## src/hw/rtl/msgpkt_pkg.sv

```systemverilog
// Package for the message packetiser: sizes, register indices and the packet record.
`timescale 1ns / 1ps

package msgpkt_pkg;

  localparam int WORDS_PER_PACKET = 6;
  localparam int SLOT_COUNT       = 6;
  localparam int FILL_W           = $clog2(WORDS_PER_PACKET + 1);
  localparam int WORDS_W          = 14;
  localparam int INDEX_W          = 12;
  localparam int OUT_DEPTH        = 4;
  localparam int PTR_W            = $clog2(OUT_DEPTH);
  localparam int CNT_W            = $clog2(OUT_DEPTH + 1);

  // Configuration register indices.
  localparam logic REG_NODE_ID   = 1'b0;
  localparam logic REG_BUS_TABLE = 1'b1;

  typedef struct packed {
    logic [7:0]         node_field;
    logic [7:0]         sender_id;
    logic [7:0]         receiver_id;
    logic [INDEX_W-1:0] packet_index;
    logic [3:0]         bus_id;
    logic [4:0]         valid_bytes;
    logic [63:0]        words_first_pair;
    logic [63:0]        words_second_pair;
    logic [63:0]        words_third_pair;
    logic               last_packet;
  } pkt_t;

endpackage

```

## src/hw/rtl/message_packetizer.sv

```systemverilog
// Top level of the message packetiser: header decode, packet assembly and result queue.
//
//  Channel  Direction  Handshake             Payload
//  -------  ---------  --------------------  ------------------------------------------
//  input    in         in_valid / in_stall   word (32)
//  output   out        out_valid / out_stall node_field, sender_id, receiver_id,
//                                            packet_index, bus_id, valid_bytes,
//                                            words_*_pair (3 x 64), last_packet
//  config   in         cfg_valid / cfg_ready cfg_index (1), cfg_data (64)
//
// Each word is captured in the input register; from there the header decode or the
// packet fill runs and any finished packets are written into a four-entry result
// queue. A word is accepted in every cycle while the queue has room for two packets,
// so the sustained rate is one word per cycle. Reset is synchronous and leaves the
// block waiting for a header with an empty queue. A stall on the output only holds the
// input side once the queue cannot take the worst case of two packets from one word.
`timescale 1ns / 1ps

module message_packetizer
  import msgpkt_pkg::*;
(
  input  logic                clk,
  input  logic                rst,

  input  logic                in_valid,
  output logic                in_stall,
  input  logic [31:0]         word,

  output logic                out_valid,
  input  logic                out_stall,
  output logic [7:0]          node_field,
  output logic [7:0]          sender_id,
  output logic [7:0]          receiver_id,
  output logic [INDEX_W-1:0]  packet_index,
  output logic [3:0]          bus_id,
  output logic [4:0]          valid_bytes,
  output logic [63:0]         words_first_pair,
  output logic [63:0]         words_second_pair,
  output logic [63:0]         words_third_pair,
  output logic                last_packet,

  input  logic                cfg_valid,
  output logic                cfg_ready,
  input  logic                cfg_index,
  input  logic [63:0]         cfg_data
);

  // Configuration registers. The user must make writes arrive only while the block is
  // idle; the block itself does not enforce this. Writes are always accepted.
  logic [7:0]  node_id;
  logic [63:0] bus_id_table;

  assign cfg_ready = 1'b1;

  always_ff @(posedge clk) begin
    if (rst) begin
      node_id      <= '0;
      bus_id_table <= '0;
    end else if (cfg_valid && cfg_ready) begin
      unique case (cfg_index)
        REG_NODE_ID:   node_id      <= cfg_data[7:0];
        REG_BUS_TABLE: bus_id_table <= cfg_data;
        default: ;
      endcase
    end
  end

  // Input register.
  logic        in_reg_valid;
  logic [31:0] in_reg_word;
  logic        advance;

  // Result queue.
  pkt_t             queue [OUT_DEPTH];
  logic [PTR_W-1:0] wr_ptr;
  logic [PTR_W-1:0] rd_ptr;
  logic [CNT_W-1:0] count;

  // The stage moves only when the queue can take two packets.
  assign advance  = in_reg_valid && (count <= CNT_W'(OUT_DEPTH - 2));
  assign in_stall = in_reg_valid && !advance;

  always_ff @(posedge clk) begin
    if (rst) begin
      in_reg_valid <= 1'b0;
    end else if (in_valid && !in_stall) begin
      in_reg_valid <= 1'b1;
    end else if (advance) begin
      in_reg_valid <= 1'b0;
    end
  end

  always_ff @(posedge clk) begin
    if (in_valid && !in_stall) begin
      in_reg_word <= word;
    end
  end

  // Message state.
  logic               awaiting_header;
  logic [7:0]         receiver_reg;
  logic [7:0]         sender_reg;
  logic [WORDS_W-1:0] words_remaining;
  logic [INDEX_W-1:0] index_counter;
  logic [FILL_W-1:0]  fill_count;
  logic               size_has_tail;
  logic [31:0]        packet_words [WORDS_PER_PACKET-1];

  logic               awaiting_header_next;
  logic [WORDS_W-1:0] words_remaining_next;
  logic [INDEX_W-1:0] index_counter_next;
  logic [FILL_W-1:0]  fill_count_next;
  logic               store_word;

  logic [15:0]        hdr_size;
  logic [FILL_W-1:0]  fill_inc;
  logic               final_word;
  logic               packet_full;
  logic [3:0]         lookup_bus;
  logic [31:0]        slot_word [SLOT_COUNT];
  logic [1:0]         push_count;
  pkt_t               data_pkt;
  pkt_t               empty_pkt;
  pkt_t               first_pkt;

  assign hdr_size    = in_reg_word[15:0];
  assign fill_inc    = fill_count + FILL_W'(1);
  assign final_word  = (words_remaining == WORDS_W'(1));
  assign packet_full = (fill_inc == FILL_W'(WORDS_PER_PACKET));

  // Receiver ids beyond the table give bus zero.
  always_comb begin
    if (receiver_reg > 8'd15) begin
      lookup_bus = '0;
    end else begin
      lookup_bus = bus_id_table[{receiver_reg[3:0], 2'b00} +: 4];
    end
  end

  // Stored words below the fill point, the current word at it, zeros above.
  always_comb begin
    for (int i = 0; i < SLOT_COUNT; i++) begin
      if ((i < WORDS_PER_PACKET - 1) && (FILL_W'(i) < fill_count)) begin
        slot_word[i] = packet_words[i];
      end else if (FILL_W'(i) == fill_count) begin
        slot_word[i] = in_reg_word;
      end else begin
        slot_word[i] = '0;
      end
    end
  end

  always_comb begin
    data_pkt.node_field        = node_id;
    data_pkt.sender_id         = sender_reg;
    data_pkt.receiver_id       = receiver_reg;
    data_pkt.packet_index      = index_counter;
    data_pkt.bus_id            = lookup_bus;
    data_pkt.valid_bytes       = 5'({fill_inc, 2'b00});
    data_pkt.words_first_pair  = {slot_word[0], slot_word[1]};
    data_pkt.words_second_pair = {slot_word[2], slot_word[3]};
    data_pkt.words_third_pair  = {slot_word[4], slot_word[5]};
    // A size tail that falls after a full packet needs a packet of its own.
    data_pkt.last_packet       = final_word && !(size_has_tail && packet_full);

    // The remainder packet follows the data packet, so it takes the next index.
    empty_pkt                  = data_pkt;
    empty_pkt.packet_index     = index_counter + INDEX_W'(1);
    empty_pkt.valid_bytes      = '0;
    empty_pkt.words_first_pair = '0;
    empty_pkt.words_second_pair = '0;
    empty_pkt.words_third_pair = '0;
    empty_pkt.last_packet      = 1'b1;
  end

  // Per-word decode: header or payload.
  always_comb begin
    awaiting_header_next = awaiting_header;
    words_remaining_next = words_remaining;
    index_counter_next   = index_counter;
    fill_count_next      = fill_count;
    store_word           = 1'b0;
    push_count           = 2'd0;
    first_pkt            = data_pkt;

    if (awaiting_header) begin
      words_remaining_next = hdr_size[15:2];
      index_counter_next   = '0;
      fill_count_next      = '0;
      if (hdr_size != 16'd0) begin
        awaiting_header_next = 1'b0;
        if (hdr_size[15:2] == WORDS_W'(0)) begin
          // Size below four bytes: a single empty packet, index zero, ids from this
          // header.
          first_pkt                 = empty_pkt;
          first_pkt.sender_id       = in_reg_word[23:16];
          first_pkt.receiver_id     = in_reg_word[31:24];
          first_pkt.packet_index    = '0;
          first_pkt.bus_id          = (in_reg_word[31:24] > 8'd15) ? 4'd0 :
                                      bus_id_table[{in_reg_word[27:24], 2'b00} +: 4];
          push_count                = 2'd1;
          awaiting_header_next      = 1'b1;
          index_counter_next        = INDEX_W'(1);
        end
      end
    end else begin
      words_remaining_next = words_remaining - WORDS_W'(1);
      if (packet_full || final_word) begin
        push_count         = 2'd1;
        fill_count_next    = '0;
        index_counter_next = index_counter + INDEX_W'(1);
        if (final_word && size_has_tail && packet_full) begin
          push_count         = 2'd2;
          index_counter_next = index_counter + INDEX_W'(2);
        end
      end else begin
        fill_count_next = fill_inc;
        store_word      = 1'b1;
      end
      if (final_word) begin
        awaiting_header_next = 1'b1;
      end
    end
  end

  always_ff @(posedge clk) begin
    if (rst) begin
      awaiting_header <= 1'b1;
      receiver_reg    <= '0;
      sender_reg      <= '0;
      words_remaining <= '0;
      index_counter   <= '0;
      fill_count      <= '0;
      size_has_tail   <= 1'b0;
    end else if (advance) begin
      awaiting_header <= awaiting_header_next;
      words_remaining <= words_remaining_next;
      index_counter   <= index_counter_next;
      fill_count      <= fill_count_next;
      if (awaiting_header) begin
        receiver_reg  <= in_reg_word[31:24];
        sender_reg    <= in_reg_word[23:16];
        size_has_tail <= |hdr_size[1:0];
      end
    end
  end

  // Payload slots; slots above the fill point are masked on output, so they need no
  // clearing.
  always_ff @(posedge clk) begin
    if (advance && store_word) begin
      packet_words[fill_count] <= in_reg_word;
    end
  end

  // Result queue: up to two pushes and one pop per cycle.
  logic pop;

  assign out_valid = (count != '0);
  assign pop       = out_valid && !out_stall;

  always_ff @(posedge clk) begin
    if (advance && (push_count != 2'd0)) begin
      queue[wr_ptr] <= first_pkt;
    end
    if (advance && (push_count == 2'd2)) begin
      queue[wr_ptr + PTR_W'(1)] <= empty_pkt;
    end
  end

  always_ff @(posedge clk) begin
    if (rst) begin
      wr_ptr <= '0;
      rd_ptr <= '0;
      count  <= '0;
    end else begin
      if (advance) begin
        wr_ptr <= wr_ptr + PTR_W'(push_count);
      end
      if (pop) begin
        rd_ptr <= rd_ptr + PTR_W'(1);
      end
      count <= count + (advance ? CNT_W'(push_count) : CNT_W'(0)) - CNT_W'(pop);
    end
  end

  assign node_field        = queue[rd_ptr].node_field;
  assign sender_id         = queue[rd_ptr].sender_id;
  assign receiver_id       = queue[rd_ptr].receiver_id;
  assign packet_index      = queue[rd_ptr].packet_index;
  assign bus_id            = queue[rd_ptr].bus_id;
  assign valid_bytes       = queue[rd_ptr].valid_bytes;
  assign words_first_pair  = queue[rd_ptr].words_first_pair;
  assign words_second_pair = queue[rd_ptr].words_second_pair;
  assign words_third_pair  = queue[rd_ptr].words_third_pair;
  assign last_packet       = queue[rd_ptr].last_packet;

endmodule

```

## config.mk

```make
export PLATFORM = sky130hd
export DESIGN_NAME = message_packetizer
export DESIGN_NICKNAME = d
export VERILOG_FILES = /design/src/hw/rtl/msgpkt_pkg.sv /design/src/hw/rtl/message_packetizer.sv
export SDC_FILE = /design/constraint.sdc
export NUM_CORES = 2
export LEC_CHECK = 0
export BUFFER_PORTS_ARGS = -buffer_cell sky130_fd_sc_hd__buf_4
export CAP_MARGIN = 20
export CORE_MARGIN = 10
export CORE_UTILIZATION = 35
export CTS_CLUSTER_DIAMETER = 100
export DETAILED_ROUTE_END_ITERATION = 10
export SLEW_MARGIN = 20
export SYNTH_ARGS = -nofsm -noshare
export SYNTH_HDL_FRONTEND = slang
export SYNTH_SLANG_ARGS = --single-unit
export TNS_END_PERCENT = 50
```

## constraint.sdc

```tcl
create_clock -name clk -period 8.85 [get_ports clk]
set_clock_uncertainty 0.1 [all_clocks]
set_input_delay 0.4425 -clock clk [delete_from_list [all_inputs] [get_ports clk]]
set_output_delay 0.4425 -clock clk [all_outputs]
set_load 0.02 [all_outputs]
```

Word level (Yosys, flattened, before mapping). Memories as Yosys holds them, arrays and structs flattened. A register that Yosys moved wholly into a read port is not among the register bits. Cells that the tools add are included.

Equality and inequality tests: 8. Reductions and logical operators: 28. Add/sub/neg operators: 9. $lt $le $gt $ge: 8. Shifts and indexed selects: 2. Bitwise gates (word level): 1. Multiplexer cells: 46.

Operators with widths (number): $mux W230 (3); $mux W32 (11); $shiftx A64 B7 Y4 (2); $mux W12 (3); $mux W1 (18); $gt A8 B4 Y1 const B (2); $reduce_bool A16 Y1 (1); $eq A14 B1 Y1 const B (1); $logic_not A14 Y1 (1); $mux W14 (1); $sub A14 B1 Y14 const B (1); $add A12 B1 Y12 const B (1); $add A12 B2 Y12 const B (1); $mux W2 (6); $logic_and A1 B1 Y1 (11); $mux W4 (2); $reduce_and A2 Y1 (4); $eq A2 B3 Y1 const A (2); $eq A3 B3 Y1 const A (2); $lt A1 B3 Y1 const A (2); $lt A2 B3 Y1 const A (2); $mux W3 (2); $reduce_bool A2 Y1 (3); $add A2 B1 Y2 const B (2); 15 further kinds (18).

Bits in writable memories: 1112. Bits in registers: 159. Output and inout port bits: 241. Input bits: 102. Logic and storage cells: 118. Memories: 2.

Memory list: queue (depth 4, width 238, rd ports 1, clocked after Yosys merged registers in 1, write ports 2, RTL line message_packetizer.sv:74) `pkt_t queue [OUT_DEPTH];`; packet_words (depth 5, width 32, rd ports 5, clocked after Yosys merged registers in 0, write ports 1, RTL line message_packetizer.sv:107) `logic [31:0] packet_words [WORDS_PER_PACKET-1];`.

Logic depth before layout (Yosys ltp).
Depth in word-level cells: 10. Mapped depth: 14.

Least setup slack after synthesis. OpenSTA, ideal clock, no wires.

Path type: register to register. From: register fill_count[1]. To: memory packet_words[2][0] (enable). Buffers on the path: 1. Path slack: 3549 ps. Arrival: 4699 ps. Stages on the path, launching flop included: 8. Cell sequence: dfxtp_1 -> clkbuf_1 -> inv_1 -> ha_1 -> and2_1 -> nor3_1 -> nand2_1 -> nor4_1.

Cells in the longest elaborated chain, start to end: 8.

Ends and longest elaborated chain: from (decl) (RTL line message_packetizer.sv:105) `logic [FILL_W-1:0] fill_count;`; from (signal assigned) (RTL line message_packetizer.sv:239) `fill_count <= fill_count_next;`; $add A3 B1 Y3 (RTL line message_packetizer.sv:127) `assign fill_inc = fill_count + FILL_W'(1);`; $eq A3 B3 Y1 (RTL line message_packetizer.sv:129) `assign packet_full = (fill_inc == FILL_W'(WORDS_PER_PACKET));`; $logic_or A1 B1 Y1 (RTL line message_packetizer.sv:208) `if (packet_full || final_word) begin`; $mux W1 (RTL line message_packetizer.sv:208); $mux W1 (RTL line message_packetizer.sv:186) `if (awaiting_header) begin`; $logic_and A1 B1 Y1 (RTL line message_packetizer.sv:251) `if (advance && store_word) begin`; $mux W1 (RTL line message_packetizer.sv:251); $mux W1 (not written as such) (RTL line message_packetizer.sv:252) `packet_words[fill_count] <= in_reg_word;`; to (decl) (RTL line message_packetizer.sv:107).

Several ways; a longest one is shown, not always the timed one.

==> qor.txt <==
Status: finished clean
Vias in the first global route: 43.2k
Post-Route Setup TNS: 0 ns
Setup crit end: queue[0][133]$_SDFFE_PP0P_
Largest net degree at the start of global routing: 152
Number of flip-flops in the largest register: 944
Yosys reg bits: 1265
Area growth syn-to-layout: 18.0%
Req. time, crit path: 9.38 ns
RSZ-0062 raised after global routing: no
Crit path DAT: 5.83 ns
Switching share of power: 27.7%
Combinational power share: 16.5%
Depth of the CTS H-tree: 4
Placed cells: 7575
Slew @ Worst Pin: 1.17 ns
Final Util: 41.4%
P_leak: 23.3 nW
Detail Route Antenna Nets: 0
Number of flops mapped to enable cells by yosys: 352
Worst r2r dst: queue[0][133]$_SDFFE_PP0P_
Commonest non-fill, non-tap cell in the layout: nand2_1
Inserted Clock Buffers: 141
Setup violators final: 0
Vias: 44.3k
Clock sinks: 1265
Max_slew headroom: 22.1%
Final cell count without fillers: 7939
Post-CTS Resized: 0
Worst Reg-to-Reg Cells: 10
Pre-Repair DR Iteration Count: 6
First-pass GRT wire length: 289000 um
Dpl hpwl: 114000 um
Critical path type: flop to flop
Fmax: 0.189 GHz
PD cells: 232 nW/um^2
PortBufs: 339
Row cnt: 144
WL/cell: 24.8 um
Clk pwr share: 40.7%
Chip width: 413 um
Clock transition at path regs: 0.06 ns
Final hold slack: 0.0484 ns
Clock tree root buffer cell: clkbuf_16
Most flops, register: queue
Top FF cell, synth: dfxtp_1
Vias/cell: 5.58
Reg2reg start: fill_count[1]$_SDFFE_PP0P_
Commonest cells after routing, fill and taps aside: nand2_1, dfxtp_1, a21oi_1
Nets: 5889
Period minus WS final: 5.30 ns
Clk buf depth: 3
Worst-Skew Late Latency: 0.77 ns
Number of library cell types mapped by synthesis: 68
Fraction of layout cells with a size suffix above 1: 16.5%
Sequential fraction of the synthesis area: 53.5%
Synth Warn #: 0
HP Class: input pin to flop
Reg2reg setup slack: 3.55 ns
Starting density of the core: 35.1%
Slew Viols, Final: 0
Int Pwr: 0.0107 W
Syn Area/Cell: 9.66 um^2
Syn Inst Count: 5586
Die area: 170000 um^2
Total congestion overflow: 0
Total track usage: 22.4%
Type of origin of the critical path: flop
Iteration-0 DRC Markers: 5096
Max VDD drop: 0.229 mV
Worst Path Max Fanout: 62
Die Ht: 413 um
Area after DPL: 57900 um^2
Placeable Area: 154000 um^2
Mapped Area: 53900 um^2
Critical path startpoint: fill_count[1]$_SDFFE_PP0P_
Biggest regs: queue (944), packet_words (160), bus_id_table (64)
Final instance area: 63700 um^2
DRC: 0
Nature of the critical path endpoint: flop
RD Place Congestion: 0.812
Max Cap Viol: 0
Net Switching: 0.00409 W
Number of placed I/O pins: 343
Antenna violations before repair: 13
Fin crit share: 59.9%
WL final: 197000 um
Async SR Flop Fraction: 0%
Final Hold Fails: 0
Flop pwr share: 42.8%
CTS tree: built
[power by group through the flow]
| stage | combinational (W) | clock [W] | sequential, W |
|---|---|---|---|
| 6_report | 0.00243 | 0.00601 | 0.00633 |
| 3_3_place_gp | 0.00239 | 0 | 0.00645 |
| 5_1_grt | 0.00258 | 0.00633 | 0.00636 |
| 2_1_floorplan | 0.00152 | 0 | 0.00635 |
| 4_1_cts | 0.00244 | 0.00609 | 0.00633 |
| 3_5_place_dp | 0.00240 | 0 | 0.00645 |
[how the worst min path moves through the flow]
stage	start	to	slack (ns)	cells after the start
final	out_stall	rd_ptr[0]$_SDFFE_PP0P_	0.05	4
after global routing	out_stall	flop	0.04	4
after CTS	out_stall	rd_ptr[0]$_SDFFE_PP0P_	0.002	4
after detailed placement	queue[3][102]$_SDFFE_PP0N_	queue[3][102]$_SDFFE_PP0N_	0.34	2
after global placement	queue[0][192]$_SDFFE_PP0P_	queue[0][192]$_SDFFE_PP0P_	0.33	2
after floorplan	queue[0][100]$_SDFFE_PP0P_	queue[0][100]$_SDFFE_PP0P_	0.33	2
[logic make-up after synthesis]
group,share of synthesized area [%]
other,0.0139
multiplexers,13.0
buffers and inverters,4.28
flip-flops,53.5
AND/OR/NAND/NOR,19.6
AO/OA/AOI/OAI,8.95
adder cells (fa/ha/maj),0.315
XOR/XNOR,0.292
[Yosys cell counts (all sizes together) (2+ instances only)]
| library cell | n | area share, % |
|---|---|---|
| buf | 224 | 2.2 |
| a22oi | 23 | 0.32 |
| xnor2 | 11 | 0.18 |
| nand3b | 2 | 0.028 |
| o31ai | 3 | 0.051 |
| conb | 2 | 0.014 |
| o22ai | 57 | 0.66 |
| edfxtp | 352 | 20 |
| nor2b | 27 | 0.31 |
| ha | 12 | 0.28 |
| a21o | 5 | 0.070 |
| o32ai | 2 | 0.032 |
| o41ai | 2 | 0.032 |
| dfxtp | 913 | 34 |
| nand2b | 5 | 0.058 |
| nor2 | 386 | 2.7 |
| mux2i | 97 | 1.8 |
| a211oi | 6 | 0.084 |
| inv | 22 | 0.15 |
| mux4 | 269 | 11 |
| a221oi | 6 | 0.097 |
| o21a | 3 | 0.042 |
| nand4 | 5 | 0.058 |
| o21ai | 120 | 1.1 |
| and3 | 41 | 0.48 |
| and2 | 22 | 0.26 |
| a22o | 48 | 0.78 |
| nand3 | 422 | 3.9 |
| a31o | 3 | 0.049 |
| clkbuf | 279 | 1.9 |
| a21oi | 575 | 5.3 |
| xor2 | 7 | 0.11 |
| nor4 | 11 | 0.16 |
| a31oi | 10 | 0.12 |
| or3 | 15 | 0.17 |
| nor3b | 2 | 0.028 |
| nor3 | 104 | 1.0 |
| nand2 | 1456 | 10 |
| or2 | 21 | 0.24 |
[cell type report]
type | instances | area, um^2
well taps | 2044 | 2560
clock inverters | 32 | 395
diodes | 5 | 12.5
clock buffers | 227 | 4340
fillers | 14800 | 90000
multi-input cells | 3797 | 23000
flip-flops and latches | 1265 | 28900
inverters | 22 | 82.6
repair buffers | 547 | 4440
[per-layer routing]
layer,global-route usage [%],vias to the layer above,wire (um)
met5,0,-,48
met4,8.75,8,7580
met3,5.53,373,20300
met2,35.1,2260,90000
met1,29.6,21800,79200
li1,-,19800,-
[metrics by stage]
| stage | power (W) | setup slack (ns) |
|---|---|---|
| after global routing | 0.0153 | 3.36 |
| final | 0.0148 | 3.55 |
| after global placement | 0.00884 | 3.82 |
| after CTS | 0.0149 | 3.69 |
| after floorplan | 0.00788 | 3.55 |
| after detailed placement | 0.00886 | 3.70 |
[worst max-delay path, cell delays in order, from the launching register on]
cell and delay [ns]:
dfxtp_1 0.81, ha_1 0.34, xor2_1 0.30, and2_1 0.26, o31ai_4 0.08, buf_4 0.25, nor3_4 0.87, buf_4 0.95
buf_4 0.79, mux2i_1 0.27, nor2_1 0.06
[repair_timing]
action	CTS	global route
buffers inserted	0	0
hold endpoints to repair	121	0
endpoints found under the setup margin	0	0
hold buffers	100	0
(Power assumes the default switching activity.)
